--- src/design/rmps_pkg.sv ---
// Package with the shared sizes, codes and types of the rate-monotonic scheduler.
package rmps_pkg;

	localparam int READY_DEPTH = 16;
	localparam int TIME_WIDTH  = 32;
	localparam int CNT_W       = $clog2(READY_DEPTH + 1);

	localparam logic KIND_TICK    = 1'b0;
	localparam logic KIND_ARRIVAL = 1'b1;

	typedef struct packed {
		logic        kind;
		logic [7:0]  job_type;
		logic [15:0] period;
		logic [15:0] compute_ticks;
	} item_t;

	typedef struct packed {
		logic [7:0]  running_type;
		logic        preempted;
		logic        done_valid;
		logic [7:0]  done_type;
		logic [31:0] done_response;
		logic        dropped;
	} result_t;

	typedef struct packed {
		logic [7:0]            job_type;
		logic [15:0]           period;
		logic [15:0]           remaining;
		logic [TIME_WIDTH-1:0] arrival;
	} entry_t;

	// Command broadcast to every cell of the ready chain.
	typedef struct packed {
		logic ins;
		logic pop;
	} cell_cmd_t;

endpackage

--- src/design/rmps_if.sv ---
// Handshake interfaces for the item and result channels of the scheduler.
interface rmps_item_if;
	logic               valid;
	logic               ready;
	rmps_pkg::item_t    payload;

	modport source (output valid, output payload, input ready);
	modport sink (input valid, input payload, output ready);
endinterface

interface rmps_result_if;
	logic               valid;
	logic               ready;
	rmps_pkg::result_t  payload;

	modport source (output valid, output payload, input ready);
	modport sink (input valid, input payload, output ready);
endinterface

--- src/design/rmps_cell.sv ---
// One cell of the sorted ready chain: holds one entry and shifts with its neighbors.
module rmps_cell (
	input  logic                clk,
	input  rmps_pkg::cell_cmd_t cmd,
	input  logic                occ,
	input  logic [15:0]         key,
	input  rmps_pkg::entry_t    new_ent,
	input  rmps_pkg::entry_t    left_ent,
	input  logic                left_ahead,
	input  rmps_pkg::entry_t    right_ent,
	output rmps_pkg::entry_t    ent,
	output logic                ahead
);

	rmps_pkg::entry_t ent_q;

	// The new entry lands at or ahead of this cell when the cell is empty or
	// holds a strictly longer period; this keeps equal periods in arrival order.
	assign ahead = !occ || (ent_q.period > key);
	assign ent   = ent_q;

	always_ff @(posedge clk) begin
		if (cmd.ins && ahead) begin
			ent_q <= left_ahead ? left_ent : new_ent;
		end else if (cmd.pop) begin
			ent_q <= right_ent;
		end
	end

endmodule

--- src/design/rate_monotonic_preemptive_scheduler_top.sv ---
// Top level of the rate-monotonic preemptive scheduler with its chain of ready cells.
//
//  channel   dir   payload            transfer when
//  item      in    rmps_pkg::item_t   item.valid && item.ready
//  result    out   rmps_pkg::result_t result.valid && result.ready
//
// Every item is handled in the cycle of its transfer: one item per cycle while the result is taken.
// The ready store is a chain of READY_DEPTH cells; a pop shifts it, an insert from its slot on, in that cycle.
// The result sits in an output register; a new item is taken while it is
// empty or being taken. Reset clears time, the running job and the fill count;
// the cells themselves hold no reset.
module rate_monotonic_preemptive_scheduler_top (
	input  logic                 clk,
	input  logic                 arst_n,
	rmps_item_if.sink            item,
	rmps_result_if.source        result
);

	localparam int DEPTH = rmps_pkg::READY_DEPTH;
	localparam int TW    = rmps_pkg::TIME_WIDTH;
	localparam int CW    = rmps_pkg::CNT_W;

	logic [TW-1:0]       now_q;
	logic                run_valid_q;
	rmps_pkg::entry_t    run_q;
	logic [CW-1:0]       cnt_q;
	logic                out_valid_q;
	rmps_pkg::result_t   res_q;

	logic                fire;
	logic [TW-1:0]       now_n;
	logic                run_valid_n;
	rmps_pkg::entry_t    run_n;
	logic [CW-1:0]       cnt_n;
	rmps_pkg::result_t   res_n;
	rmps_pkg::cell_cmd_t cmd;
	rmps_pkg::entry_t    ins_ent;
	rmps_pkg::entry_t    arr_ent;
	logic [15:0]         ct;
	logic [TW-1:0]       diff;

	rmps_pkg::entry_t    cell_ent [DEPTH];
	logic                cell_ahead [DEPTH];

	assign fire         = item.valid && item.ready;
	assign item.ready   = !out_valid_q || result.ready;
	assign result.valid = out_valid_q;
	assign result.payload = res_q;

	genvar gi;
	generate
		for (gi = 0; gi < DEPTH; gi++) begin : g_cell
			rmps_pkg::entry_t left_ent;
			rmps_pkg::entry_t right_ent;
			logic             left_ahead;
			logic             occ;

			assign occ = CW'(gi) < cnt_q;
			if (gi == 0) begin : g_first
				assign left_ent   = ins_ent;
				assign left_ahead = 1'b0;
			end else begin : g_mid
				assign left_ent   = cell_ent[gi-1];
				assign left_ahead = cell_ahead[gi-1];
			end
			if (gi == DEPTH - 1) begin : g_last
				assign right_ent = '0;
			end else begin : g_inner
				assign right_ent = cell_ent[gi+1];
			end

			rmps_cell u_cell (
				.clk        (clk),
				.cmd        (cmd),
				.occ        (occ),
				.key        (ins_ent.period),
				.new_ent    (ins_ent),
				.left_ent   (left_ent),
				.left_ahead (left_ahead),
				.right_ent  (right_ent),
				.ent        (cell_ent[gi]),
				.ahead      (cell_ahead[gi])
			);
		end
	endgenerate

	always_comb begin
		ct = (item.payload.compute_ticks == 16'd0) ? 16'd1 : item.payload.compute_ticks;
		arr_ent.job_type  = item.payload.job_type;
		arr_ent.period    = item.payload.period;
		arr_ent.remaining = ct;
		arr_ent.arrival   = now_q;

		now_n       = now_q;
		run_valid_n = run_valid_q;
		run_n       = run_q;
		cnt_n       = cnt_q;
		cmd         = '0;
		ins_ent     = arr_ent;
		res_n       = '0;
		diff        = now_q + TW'(1) - run_q.arrival;

		if (item.payload.kind == rmps_pkg::KIND_ARRIVAL) begin
			if (!run_valid_q) begin
				run_valid_n = 1'b1;
				run_n       = arr_ent;
			end else if (cnt_q == CW'(DEPTH)) begin
				res_n.dropped = 1'b1;
			end else if (item.payload.period < run_q.period) begin
				// The displaced job goes back into the chain, sorted by its own period.
				ins_ent         = run_q;
				cmd.ins         = fire;
				cnt_n           = cnt_q + CW'(1);
				run_n           = arr_ent;
				res_n.preempted = 1'b1;
			end else begin
				cmd.ins = fire;
				cnt_n   = cnt_q + CW'(1);
			end
		end else begin
			now_n = now_q + TW'(1);
			if (run_valid_q) begin
				if (run_q.remaining <= 16'd1) begin
					res_n.done_valid    = 1'b1;
					res_n.done_type     = run_q.job_type;
					res_n.done_response = 32'(diff);
					if (cnt_q != '0) begin
						run_n   = cell_ent[0];
						cmd.pop = fire;
						cnt_n   = cnt_q - CW'(1);
					end else begin
						run_valid_n = 1'b0;
						run_n       = '0;
					end
				end else begin
					run_n.remaining = run_q.remaining - 16'd1;
				end
			end
		end

		res_n.running_type = run_valid_n ? run_n.job_type : 8'd0;
	end

	always_ff @(posedge clk or negedge arst_n) begin
		if (!arst_n) begin
			now_q       <= '0;
			run_valid_q <= 1'b0;
			run_q       <= '0;
			cnt_q       <= '0;
			out_valid_q <= 1'b0;
		end else begin
			if (fire) begin
				now_q       <= now_n;
				run_valid_q <= run_valid_n;
				run_q       <= run_n;
				cnt_q       <= cnt_n;
				out_valid_q <= 1'b1;
			end else if (result.ready) begin
				out_valid_q <= 1'b0;
			end
		end
	end

	always_ff @(posedge clk) begin
		if (fire) begin
			res_q <= res_n;
		end
	end

`ifndef ASSERT_OFF
	a_cnt_bound: assert property (@(posedge clk) disable iff (!arst_n)
		cnt_q <= CW'(DEPTH))
		else $error("ready count beyond store depth");

	a_store_needs_run: assert property (@(posedge clk) disable iff (!arst_n)
		cnt_q != '0 |-> run_valid_q)
		else $error("ready entries while processor idle");

	a_drop_when_full: assert property (@(posedge clk) disable iff (!arst_n)
		fire && item.payload.kind == rmps_pkg::KIND_ARRIVAL && run_valid_q
		&& cnt_q == CW'(DEPTH) |=> out_valid_q && res_q.dropped && $stable(cnt_q))
		else $error("arrival on full store not dropped");

	a_kind_exclusive: assert property (@(posedge clk) disable iff (!arst_n)
		out_valid_q && res_q.done_valid |-> !res_q.preempted && !res_q.dropped)
		else $error("completion flagged together with arrival flags");

	a_idle_tick: assert property (@(posedge clk) disable iff (!arst_n)
		fire && item.payload.kind == rmps_pkg::KIND_TICK && !run_valid_q
		|=> !run_valid_q && cnt_q == '0)
		else $error("tick while idle changed the schedule");
`endif

endmodule
--- src/flat_wrapper.sv ---
// flat-port wrapper written by rule: the top's interface ports become plain ports
module rate_monotonic_preemptive_scheduler_top_flat 
  (clk, arst_n, item_valid, item_payload, item_ready, result_valid, result_payload, result_ready);
  rmps_item_if item_i ();
  rmps_result_if result_i ();
  input  logic clk;
  input  logic arst_n;
  input wire logic [$bits(item_i.valid)-1:0] item_valid;
  input wire logic [$bits(item_i.payload)-1:0] item_payload;
  output wire logic [$bits(item_i.ready)-1:0] item_ready;
  output wire logic [$bits(result_i.valid)-1:0] result_valid;
  output wire logic [$bits(result_i.payload)-1:0] result_payload;
  input wire logic [$bits(result_i.ready)-1:0] result_ready;
  assign item_i.valid = item_valid;
  assign item_i.payload = item_payload;
  assign item_ready = item_i.ready;
  assign result_valid = result_i.valid;
  assign result_payload = result_i.payload;
  assign result_i.ready = result_ready;
  rate_monotonic_preemptive_scheduler_top u_core (.clk(clk), .arst_n(arst_n), .item(item_i), .result(result_i));
endmodule
--- config.mk ---
export PLATFORM = sky130hd
export DESIGN_NAME = rate_monotonic_preemptive_scheduler_top_flat
export DESIGN_NICKNAME = d
export VERILOG_FILES = /design/src/design/rmps_pkg.sv /design/src/design/rmps_if.sv /design/src/design/rmps_cell.sv /design/src/design/rate_monotonic_preemptive_scheduler_top.sv /design/src/flat_wrapper.sv
export SDC_FILE = /design/constraint.sdc
export NUM_CORES = 2
export LEC_CHECK = 0
export ABC_AREA = 1
export BUFFER_PORTS_ARGS = -buffer_cell sky130_fd_sc_hd__buf_2
export CORE_MARGIN = 4
export CORE_UTILIZATION = 31
export CTS_BUF_LIST = sky130_fd_sc_hd__clkbuf_16
export DETAILED_ROUTE_END_ITERATION = 7
export MAX_ROUTING_LAYER = met4
export PLACE_DENSITY = 0.51
export RECOVER_POWER = 50
export REMOVE_ABC_BUFFERS = 1
export SYNTH_ARGS = -nofsm -noshare
export SYNTH_HDL_FRONTEND = slang
export SYNTH_HIERARCHICAL = 1
export SYNTH_SLANG_ARGS = --single-unit
--- constraint.sdc ---
create_clock -name clk -period 7.2 [get_ports clk]
set_clock_uncertainty 0.2 [all_clocks]
set_input_delay 0.72 -clock clk [delete_from_list [all_inputs] [get_ports clk]]
set_output_delay 0.72 -clock clk [all_outputs]
set_load 0.01 [all_outputs]
==> qor.csv <==
stage,metric,value,unit
worst_setup_path,timing.critical_path.to_type,flop,
clock_tree,tritoncts,yes,
clock_tree,clk_pin_slew,60,ps
routing,initialDrtViolationCount,4168,
worst_setup_path,reg2reg_depth,24,
cells_and_area,layout.cell_area.non_filler,0.0982,mm^2
die,fp.dieW,555,um
yosys,prevailing_post_synth_register_cell,edfxtp_1,
worst_setup_path,worstPathRequired,7540,ps
cells_and_area,area_delta_synth_final,5.96,%
global_routing,pin_count_of_the_biggest_net_entering_global_routing,141,
global_routing,groute.layer.met1.usage,20.5,%
clock_tree,number_of_levels_in_the_clock_h_tree,4,
global_routing,globalRouteMet3Util,1.43,%
routing,first_pass_iters,6,
yosys,post_synth.cell_area_avg,10.1,um^2
die,initial_core_util,31.2,%
placed_design,finalWeightedCongestion,0.850,
power_and_ir_drop,finalPower,28.4,mW
cells_and_area,layout.cells.non_filler,13200,
die,die_area,0.308,mm^2
routing,detail_route.vias_per_cell,4.66,
power_and_ir_drop,power_density,289,mW/mm^2
worst_setup_path,regToRegEndpoint,u_core/g_cell[5].u_cell/ent[45],
min_path,worst_hold_path_cell_count,5,
worst_setup_path,cp_slowest_cell,nand2_4,
yosys,synth_async_sr_flop_share,8.45,%
global_routing,grt_first_pass_wirelength,354000,um
yosys,yosys_register_bits,1314,
global_routing,globalRouteOverflowTotal,0,
sta,finalMaxSlewViolations,295,
power_and_ir_drop,leakage,39.7,nW
placed_design,numPortBuffers,97,
flow_run,timing.max_cap.violations,6,
global_routing,grt_use_met2,21.2,%
routing,drt-total-wl,219000,um
clock_tree,cts_post_setup_buffers_inserted,0,
clock_tree,cts-resized-gates,0,
worst_setup_path,timing.setup.critical_path_class,reg -> reg,
routing,remaining_drc_errors,0,
clock_tree,clockRootBuffer,clkbuf_16,
sta,timing_worst_slew_pin_value,3420,ps
yosys,yosysSeqAreaShare,42.0,%
die,core_area,0.297,mm^2
sta,rsz0062_at_grt,false,
sta,hold-worst-slack,71.6,ps
worst_setup_path,crit_path_frequent_cell,nand2_1,
placed_design,postPlaceCellArea,0.0942,mm^2
run_status,violated_checks,"capacitance limit, slew limit",
cells_and_area,final_core_density,33.0,%
worst_setup_path,ff2ff_setup_slack,880,ps
clock_tree,cts-buffers-inserted,161,
global_routing,antenna_found_initial,2,
clock_tree,clk_path_buf_depth,4,
placed_design,post-dp-hpwl,155000,um
die,die_height,555,um
yosys,mappedNetlistArea,0.0927,mm^2
min_path,hold_path.startpoint,item_payload[15],
worst_setup_path,worstReg2RegStart,u_core/cnt_q[1],
yosys,post-synth-top-area-cell,edfxtp_1,
clock_tree,clock_latency,810,ps
min_path,hold_path.class,in -> reg,
die,fp-row-count,200,
routing,vias,61500,
yosys,top_cells_by_area_synth,"edfxtp_1 (39%), mux2_2 (14%), nand2_1 (13%)",
worst_setup_path,worst_setup_path_start_kind,flop,
sta,timing.setup.tns,0,ps
cells_and_area,finish.net_count,9497,
sta,fin_ws,878,ps
sta,final_worst_path_period_need,6320,ps
global_routing,most_congested_layer_reported_by_global_routing,met2,
placed_design,numPlacedInstances,12900,
routing,drtAntennaViolNets,0,
yosys,synthesis.instances,9219,
worst_setup_path,worst_ep_arrival_time,6660,ps
worst_setup_path,critPathMaxFanout,54,
worst_setup_path,critPathMaxStageDelay,600,ps
routing,wire_per_inst,16.6,um
worst_setup_path,crit_buf_inv,5,
sta,setup-violations-final,0,
die,ios,98,
worst_setup_path,cp_cell_sequence,"inv_1, ha_1, inv_1, nor3_1, nand2_1, o211ai_1, nor2_1, nand2_1, nor2_4, nand2_1, o21ai_0, buf_4, inv_1, ha_1, nand4_1, nor3_2, nand2_1, nand2_1, nand2_1, nand2_4, clkbuf_2, mux2_2, nand3_1, nand2_1",
power_and_ir_drop,maximum_ir_drop_on_the_vdd_rail,223,uV
sta,hold_viol_final,0,
yosys,number_of_enable_flip_flop_cells_after_synthesis,1203,
clock_tree,cts_sinks,1314,
sta,timing.slew.headroom,-128,%
yosys,synth_warnings,6,
run_status,outcome,"finished, violations left",
yosys,netlist-cell-type-count,56,
sta,fin_crit_sh,87.8,%
worst_setup_path,path_delay_family,simple AND/OR/NAND/NOR gates,
yosys,synth_top_area_share,39.0,%
clock_tree,cts_hold_buf,3,
cells_and_area,final_layout_size_suffix_gt1_share,28.5,%
global_routing,grtUsageTotal,14.1,%
sta,max_clock_freq,158,MHz
global_routing,grt_pass1_vias,61700,
placed_design,preCtsSetupSlack,1200,ps
min_path,endpoint_with_the_worst_hold_slack,u_core/run_q[47],
-- power by group --
group	switching (mW)	total [mW]	internal, mW
clock	3.25	7.59	4.33
combinational	6.90	11.1	4.17
sequential	0.481	9.70	9.22
-- logic make-up (layout without fill, tap and decap cells) --
family | Yosys count | count (layout) | synth area share [%]
compound gates | 458 | 458 | 2.69
xor+xnor | 40 | 40 | 0.378
fa+ha+maj | 309 | 309 | 4.18
buf+inv | 1127 | 1093 | 8.83
flops | 1314 | 1314 | 42.0
mux | 1152 | 1152 | 14.0
other cells | 1 | 74 | 0.00405
simple gates | 4818 | 4818 | 27.9
-- layout by cell type, fill, tap and decap left out, types with 5 or more instances in the layout --
master,instances
nand2_8,13
o21ai_1,83
nor2_2,6
edfxtp_1,1203
clkbuf_2,8
clkbuf_1,59
nor3_1,19
dfrtp_1,111
o211ai_1,9
nand4_1,32
nor3_2,18
a21oi_1,156
mux2_1,44
ha_1,308
nor4_1,8
nand2_4,24
o21ai_2,15
clkbuf_16,167
o21ai_0,137
nand3_1,253
mux2_2,1108
conb_1,73
buf_4,110
nor2_1,208
a21oi_2,13
xor2_1,37
clkinv_1,41
nand3_2,1016
a21o_1,20
o21a_1,7
buf_2,43
nand2_2,23
bufinv_16,5
inv_1,602
buf_12,28
o21bai_1,6
nand2_1,3178
clkinv_2,20
-- cell type report --
class | count | area (um^2)
antenna | 1 | 2.50
clock buffer | 167 | 4180
clock inverter | 110 | 592
fill | 30600 | 199000
inverter | 565 | 2120
multi-input combinational | 6850 | 45600
sequential | 1314 | 38900
tap | 3939 | 4930
timing repair buffer | 251 | 1890
-- state kept, by name (all words and copies together), names as in the netlist --
register                  cells
u_core/result.valid           1
u_core/run_valid_q            1
u_core/cnt_q                  5
u_core/g_cell.u_cell/ent   1152
u_core/result.payload        51
u_core/run_q                 72
u_core/now_q                 32
-- how the worst max path moves through the flow --
stage,from,endpoint,slack [ps],cells after the start
6_report,u_core/cnt_q[1],u_core/g_cell[5].u_cell/ent[45],880,24
5_1_grt,u_core/cnt_q[1],u_core/g_cell[5].u_cell/ent[46],440,24
4_1_cts,u_core/cnt_q[1],u_core/g_cell[14].u_cell/ent[49],1300,26
3_5_place_dp,item_payload[19],u_core/g_cell[14].u_cell/ent[31],1200,26
3_3_place_gp,item_payload[31],u_core/g_cell[14].u_cell/ent[31],1160,26
2_1_floorplan,result_ready,u_core/g_cell[0].u_cell/ent[0],-46160,7
-- Yosys cell counts, types with 13 or more instances --
library cell    number
a21o_1              20
a21oi_1            156
a21oi_2             13
buf_1               15
buf_12             128
buf_2              223
buf_6               40
clkbuf_1            20
clkbuf_8           112
dfrtp_1            111
dlymetal6s2s_1      16
edfxtp_1          1203
ha_1               308
inv_1              557
mux2_2            1152
nand2_1           3167
nand2_2             38
nand2_4             33
nand3_1            164
nand3_2           1105
nand4_1             32
nor2_1             208
nor3_1              18
nor3_2              19
o21ai_0            195
o21ai_1             41
xor2_1              37
-- worst min-delay path, stage by stage --
cell     delay [ps]
buf_2           100
nand3_1          70
nand2_1          60
nand2_1          40
nand2_1          50
-- metal layers --
metal  share of wire, %  vias to the layer above  wire length [um]
met5                  0                        -                 0
met4                1.7                        0              3670
met3                4.0                      240              8830
met2                 43                     1195             93100
met1                 52                    28700            113000
li1                   -                    31300                 -
No activity file was read; power rests on OpenSTA's default activity.
